<file path="src/rtl/afes_pkg.sv">
// ----------------------------------------------------------------------------
// afes_pkg
// Shared types, constants and arithmetic helpers of the angle field energy
// stencil pipeline.
// ----------------------------------------------------------------------------
package afes_pkg;

   localparam int MAX_GRID  = 1024;
   localparam int LATENCY   = 43;
   localparam int DIV_W     = 26;

   localparam logic [10:0] GRID_RESET = 11'd65;
   localparam logic [10:0] GRID_MIN   = 11'd3;
   localparam logic [10:0] GRID_MAX   = 11'(MAX_GRID);

   localparam logic signed [16:0] PI_Q12      = 17'sd12868;
   localparam logic signed [16:0] HALF_PI_Q12 = 17'sd6434;

   localparam longint HQ = 64'sd421657428;
   localparam logic signed [34:0] T_OFFSET = 35'(8 * HQ + HQ / 2);

   localparam logic signed [29:0] ONE_Q28 = 30'sd268435456;
   localparam logic signed [29:0] PS0 = 30'sd740;
   localparam logic signed [29:0] PS1 = 30'sd53261;
   localparam logic signed [29:0] PS2 = 30'sd2236962;
   localparam logic signed [29:0] PS3 = 30'sd44739243;
   localparam logic signed [29:0] PC0 = 30'sd6658;
   localparam logic signed [29:0] PC1 = 30'sd372827;
   localparam logic signed [29:0] PC2 = 30'sd11184811;
   localparam logic signed [29:0] PC3 = 30'sd134217728;

   localparam logic signed [51:0] RES_MAX = 52'sd140737488355327;
   localparam logic signed [51:0] RES_MIN = -52'sd140737488355328;

   typedef struct packed {
      logic [10:0]        row;
      logic [10:0]        col;
      logic signed [15:0] center_angle;
      logic signed [15:0] next_col_angle;
      logic signed [15:0] prev_col_angle;
      logic signed [15:0] next_row_angle;
      logic signed [15:0] prev_row_angle;
   } req_type;

   typedef struct packed {
      logic signed [47:0] residual;
      logic               saturated;
   } rsp_type;

   // Operands that ride along beside the sine pipeline.
   typedef struct packed {
      logic signed [17:0] a;
      logic signed [17:0] b;
      logic signed [28:0] am;
      logic signed [28:0] bm;
      logic [9:0]         im1;
   } side_type;

   typedef struct packed {
      logic signed [28:0] x;
      logic [1:0]         quad;
      side_type           side;
   } stage_type;

   typedef struct packed {
      logic signed [29:0] s2;
      logic signed [29:0] sin2u;
      side_type           side;
   } trig_type;

   typedef struct packed {
      logic signed [51:0] sum;
      logic               keep;
   } acc_type;

   // Q28 product, rounded half up.
   function automatic logic signed [29:0] qmul(input logic signed [29:0] a,
                                               input logic signed [29:0] b);
      logic signed [59:0] p;
      p = 60'(a) * 60'(b);
      p = p + 60'sd134217728;
      return 30'(p >>> 28);
   endfunction

   function automatic logic signed [16:0] fold(input logic signed [16:0] d);
      if (d >= HALF_PI_Q12) begin
         return d - PI_Q12;
      end else if (d <= -HALF_PI_Q12) begin
         return d + PI_Q12;
      end
      return d;
   endfunction

   function automatic logic signed [34:0] quad_base(input logic [3:0] k);
      return 35'(longint'(k) * HQ);
   endfunction

   function automatic logic signed [34:0] quad_offset(input logic [3:0] k);
      return 35'(longint'(k) * HQ + HQ / 2);
   endfunction

   function automatic logic [10:0] clamp_grid(input logic [10:0] v);
      if (v < GRID_MIN) begin
         return GRID_MIN;
      end else if (v > GRID_MAX) begin
         return GRID_MAX;
      end
      return v;
   endfunction

endpackage

</file>
<file path="src/rtl/afes_div.sv">
// ----------------------------------------------------------------------------
// afes_div
// Pipelined restoring divider, one quotient bit per stage, carrying the
// partial residual sum alongside.
// ----------------------------------------------------------------------------
module afes_div (
   input  logic                         clock,
   input  logic                         reset,
   input  logic                         in_valid,
   input  logic [afes_pkg::DIV_W-1:0]   in_num,
   input  logic [9:0]                   in_den,
   input  afes_pkg::acc_type            in_acc,
   output logic                         out_valid,
   output logic [afes_pkg::DIV_W-1:0]   out_quo,
   output afes_pkg::acc_type            out_acc
);

   localparam int W = afes_pkg::DIV_W;

   logic [W-1:0]      vld_ff;
   logic [9:0]        rem_ff [W];
   logic [W-1:0]      num_ff [W];
   logic [W-1:0]      quo_ff [W];
   logic [9:0]        den_ff [W];
   afes_pkg::acc_type acc_ff [W];

   logic [9:0]   rem_in [W];
   logic [W-1:0] num_in [W];
   logic [W-1:0] quo_in [W];
   logic [10:0]  trial  [W];
   logic [9:0]   dsr    [W];

   always_comb begin
      for (int k = 0; k < W; k++) begin
         if (k == 0) begin
            trial[k]  = {10'b0, in_num[W-1]};
            num_in[k] = in_num << 1;
            quo_in[k] = '0;
            dsr[k]    = in_den;
         end else begin
            trial[k]  = {rem_ff[k-1], num_ff[k-1][W-1]};
            num_in[k] = num_ff[k-1] << 1;
            quo_in[k] = quo_ff[k-1] << 1;
            dsr[k]    = den_ff[k-1];
         end
         rem_in[k] = trial[k][9:0];
         if (trial[k] >= {1'b0, dsr[k]}) begin
            rem_in[k]    = 10'(trial[k] - {1'b0, dsr[k]});
            quo_in[k][0] = 1'b1;
         end
      end
   end

   always_ff @(posedge clock) begin
      if (reset) begin
         vld_ff <= '0;
      end else begin
         vld_ff <= {vld_ff[W-2:0], in_valid};
      end
   end

   always_ff @(posedge clock) begin
      for (int k = 0; k < W; k++) begin
         rem_ff[k] <= rem_in[k];
         num_ff[k] <= num_in[k];
         quo_ff[k] <= quo_in[k];
      end
      den_ff[0] <= in_den;
      acc_ff[0] <= in_acc;
      for (int k = 1; k < W; k++) begin
         den_ff[k] <= den_ff[k-1];
         acc_ff[k] <= acc_ff[k-1];
      end
   end

   assign out_valid = vld_ff[W-1];
   assign out_quo   = quo_ff[W-1];
   assign out_acc   = acc_ff[W-1];

endmodule

</file>
<file path="config.mk">
export PLATFORM = sky130hd
export DESIGN_NAME = afes_div
export DESIGN_NICKNAME = d
export VERILOG_FILES = /design/src/rtl/afes_pkg.sv /design/src/rtl/afes_div.sv
export SDC_FILE = /design/constraint.sdc
export NUM_CORES = 2
export LEC_CHECK = 0
export BUFFER_PORTS_ARGS = -buffer_cell sky130_fd_sc_hd__buf_2
export CELL_PAD_IN_SITES_DETAIL_PLACEMENT = 0
export CELL_PAD_IN_SITES_GLOBAL_PLACEMENT = 1
export CORE_MARGIN = 3
export CORE_UTILIZATION = 50
export CTS_CLUSTER_DIAMETER = 200
export DETAILED_ROUTE_END_ITERATION = 6
export HOLD_SLACK_MARGIN = 0.03
export PLACE_DENSITY = 0.73
export SLEW_MARGIN = 15
export SYNTH_ARGS = -nofsm -noshare
export SYNTH_HDL_FRONTEND = slang
export SYNTH_SLANG_ARGS = --single-unit
export TNS_END_PERCENT = 30
</file>
<file path="constraint.sdc">
create_clock -name clock -period 5.2 [get_ports clock]
set_input_delay 0.52 -clock clock [delete_from_list [all_inputs] [get_ports clock]]
set_output_delay 0.52 -clock clock [all_outputs]
set_load 0.01 [all_outputs]
</file>
* Word-level counts from Yosys, hierarchy flattened
Memories as Yosys holds them, arrays and structs flattened. Cells that the tools add are included.
Storage, ports and cells: register bits after elaboration 26, latch bits 0, memory bits (writable) 3224, memory bits (read-only) 0, bits of input ports 92, output and inout port bits 80, logic and storage cells 110, memories kept 5
Memory list:
- acc_ff | depth 26, width 53, rd ports 26, clocked after memory_dff 0, wr ports 26, line afes_div.sv:25 | afes_pkg::acc_type acc_ff [W];
- quo_ff | depth 26, width 26, rd ports 26, clocked after memory_dff 0, wr ports 26, line afes_div.sv:23 | logic [W-1:0] quo_ff [W];
- num_ff | depth 26, width 25, rd ports 25, clocked after memory_dff 0, wr ports 26, line afes_div.sv:22 | logic [W-1:0] num_ff [W];
- den_ff | depth 26, width 10, rd ports 25, clocked after memory_dff 0, wr ports 26, line afes_div.sv:24 | logic [9:0] den_ff [W];
- rem_ff | depth 26, width 10, rd ports 25, clocked after memory_dff 0, wr ports 26, line afes_div.sv:21 | logic [9:0] rem_ff [W];
Cells by class: add/subtract/negate cells 26, $mul 0, divide/modulo/power cells 0, order comparisons 26, equality and inequality tests 0, shifts and indexed selects 0, muxes and demuxes 52, bitwise gates (word level) 0, reductions and logical operators 0
Operators with widths (number):
- 11-bit by 10-bit >= comparator with 1-bit output | 25
- 10-bit 2-to-1 mux | 26
- 10-bit subtractor | 25
- 1-bit 2-to-1 mux | 26
- 1-bit by 10-bit >= comparator with 1-bit output | 1
- 1-bit by 10-bit subtractor with 10-bit output | 1

* Logic depth before layout (Yosys ltp)
An unclocked memory read counts as a cell.
depth after elaboration 3, mapped depth 11, gate-level depth less buffers 11

* Worst setup path before layout
OpenSTA, ideal clock, no wires.
kind register to register, from memory den_ff[14][1] (netlist: den_ff[1][61]), to memory rem_ff[15][1] (netlist: rem_ff[0][151]), setup time 0.121 ns, arrival time 2.242 ns, required time 5.079 ns, setup slack 2.836 ns, cell stages (with the launch flop) 11, buffers on the path 1, period minus slack after synthesis 2.364 ns, path through dfxtp_1 inv_1 ha_1 nor2b_1 o31a_1 o21a_1 a41oi_1 o21ai_1 a211o_1 buf_6 mux2_4
RTL lines (line):
- from (decl) | afes_div.sv:24
- to (decl) | afes_div.sv:21

==> impl_metrics.toml <==
[run_status]
status = "finished, final reports clean"

[synth]
synth_compound_gate_area_share = 0.0525
synth-edff-count = 0
synthFlopType = "dfxtp_1"
synthSimpleGateAreaFrac = 0.0368
ys_ff_latch = 2580
synth_xor_area_frac = 0.0208
async_reset_ff_frac = 0
synth_top_family_by_area = "adder cells"
synth.area.mux_share = 0.0239
ys_seq_area_frac = 0.783
synthAdderAreaFrac = 0.0551
syn_nets = 5048
synth_cell_type_count = 53
postSynthCellCount = 4680
synth_warnings = 0
syn_area_um2 = 66000
syn_area_per_cell_um2 = 14.1

[final_layout]
layout-drive-gt1-share = 0.130
mostFrequentLayoutCell = "dfxtp_1"
fin_area_um2 = 77200
nets = 5427
area_growth_pct = 17.0
final_util = 0.593
n_antenna_cell = 0
most-common-layout-cells = "dfxtp_1 (2580), inv_1 (299), ha_1 (252)"

[critical_path]
r2r_start = "den_ff[0][1]"
worstPathMaxFanout = 16
crit_path_cell_trace = "inv_1 -> ha_1 -> nor2b_1 -> o31a_1 -> o21bai_1 -> a211oi_1 -> o21ai_1 -> mux2_2"
cp_data_required_time_ns = 5.88
endpoint_kind = "flip-flop"
cp-start-kind = "flip-flop"
crit_start = "den_ff[0][1]"
worstSetupPathType = "flip-flop to flip-flop"
arrival_ns = 3.58
slowest_stage = "o21ai_1"
slowest_delay_ns = 0.81

[sta]
setup_viol = 0
rsz0062_at_grt = "no"
tns_ns = 0
max_freq_mhz = 345
min_period_ns = 2.90
worst_pin_slew_ns = 1.09
maxSlewHeadroom = 0.270
setup_ws_ns = 2.30
hold_viol_final = 0
fin_crit_sh = 0.558
finalMaxSlewViolations = 0
finClkSkew_ns = 0.0607

[clock_tree]
cts_root_buf = "clkbuf_16"
clk_pin_slew_ns = 0.07
cts_tree = "yes"
clk_path_buf_depth = 3
insertion_delay_ns = 0.81
htreeDepth = 4
cts_made_buffers = 229
cts_sinks = 2580

[die]
die_h_um = 369
core-area_um2 = 130000
initial_core_util = 0.506
die_area_um2 = 136000
ios = 172
die_w_um = 369
rows = 132

[detailed_routing]
wire_per_inst_um = 11.8
drtAntennaViolNets = 0
via_count = 30358
drtPass1Iterations = 5
post-route-drc-count = 0
wirelength_um = 82600
dr.first_iter.drc_count = 1154
avgViaCountPerCell = 4.34

[pwr]
vdd_drop_max_uv = 352
p_total_uw = 48000
p_per_area_nw_per_um2 = 622
leakage_uw = 0.0338

[place]
routabilityCongestion = 0.814
place_area_um2 = 68300
io_buffers = 171
place_ws_ns = 2.29
dp_hpwl_um = 52500

[global_route]
antenna_found_initial = 1
grt_max_degree = 27
grtUsageTotal = 0.123
grt_overflow = 0
grt_pass1_wl_um = 139000
grt_pass1_vias = 29820

[min_path]
holdCritPathClass = "input pin to flip-flop"
min_from = "reset"

[flow_run]
drv_cap = 0
-- per-layer routing --
metal,global-route usage,share of wire,routed length (um)
met1,0.156,0.47,38900
met2,0.200,0.45,37500
met3,0.0319,0.046,3790
met4,0.0497,0.029,2390
met5,0,0,0
-- what timing repair did --
| item | in CTS | in global routing |
|---|---|---|
| gates resized for setup | 0 | 0 |
| hold buffers | 90 | 0 |
| buffers inserted | 0 | 0 |
| hold endpoints to repair | 94 | 0 |
-- power by group --
| group | switching (uW) | total, uW | internal (uW) |
|---|---|---|---|
| sequential | 906 | 23300 | 22400 |
| clock | 6930 | 17100 | 10200 |
| combinational | 3890 | 7590 | 3710 |
-- sequential cells by signal, indices dropped and copies added, names as in the netlist --
| name | cells |
|---|---|
| quo_ff | 351 |
| num_ff | 325 |
| rem_ff | 250 |
| den_ff | 250 |
| acc_ff | 1378 |
| vld_ff | 26 |
-- metrics by stage --
step                std cells  hold slack (ns)
floorplan                4680            0.310
global placement         6480            0.309
detailed placement       6480            0.312
CTS                      6987           0.0398
global route             6987           0.0881
finish                   6987            0.138
-- cell usage after synthesis, types with 7 or more instances --
cell         n  share of area
a211o_1     18         0.0024
a211oi_1    34         0.0039
a21o_1      49         0.0056
a21oi_1    224          0.017
a31o_2       9         0.0012
a31oi_1     20         0.0019
and2_1       8        0.00076
and3_1       7        0.00066
buf_2        8        0.00061
buf_4       79         0.0090
clkbuf_1    24         0.0014
dfxtp_1   2580           0.78
fa_1        24         0.0073
ha_1       252          0.048
inv_1      299          0.017
mux2_2     106          0.018
mux2_4      16         0.0036
mux2i_1     13         0.0020
nand2_1    146         0.0083
nand2b_1    22         0.0021
nand3_1     26         0.0020
nand4_1     16         0.0015
nor2_1     186          0.011
nor2b_1     54         0.0051
nor3_1      26         0.0020
o211ai_1    10         0.0011
o21a_1      16         0.0018
o21ai_0    170          0.013
o21ai_1      9        0.00068
o21bai_1     8        0.00091
o31ai_1      9         0.0010
or4_1        8        0.00091
xnor2_1     96          0.013
xor2_1      61         0.0081
-- cell families (layout without fill, tap and decap cells) --
logic type	Yosys count	in the layout
adders and majority gates	276	276
AOI/OAI and AO/OA	592	592
muxes	136	136
DFF	2580	2580
xor gates and xnor gates	157	157
and+or+nand+nor	524	524
buffers and inverters	415	980
-- cell type report --
cell class,instances,area (um2)
Clock inverter,91,1420
Tap cell,1742,2180
Multi-Input combinational cell,1685,12500
Timing Repair Buffer,263,1770
Sequential cell,2580,51600
Fill cell,10132,53100
Clock buffer,326,6610
Inverter,300,1130
-- path summary, 6_finish.rpt --
| path | to | cells past startpoint | slack, ns |
|---|---|---|---|
| max reg2reg | rem_ff[0][11] | 8 | 2.30 |
| max | rem_ff[0][11] | 8 | 2.30 |
| min reg2reg | quo_ff[1][27] | 0 | 0.28 |
| min | vld_ff[21] | 2 | 0.14 |
-- critical path: cells and delay by family, from the launching register on --
family / cells / cell delay (ns)
buf+inv: 1 / 0.07
compound gates: 4 / 1.53
flops: 1 / 0.32
simple gates: 1 / 0.15
fa+ha+maj: 1 / 0.31
mux: 1 / 0.41
Power figures use the tool's default switching activity.
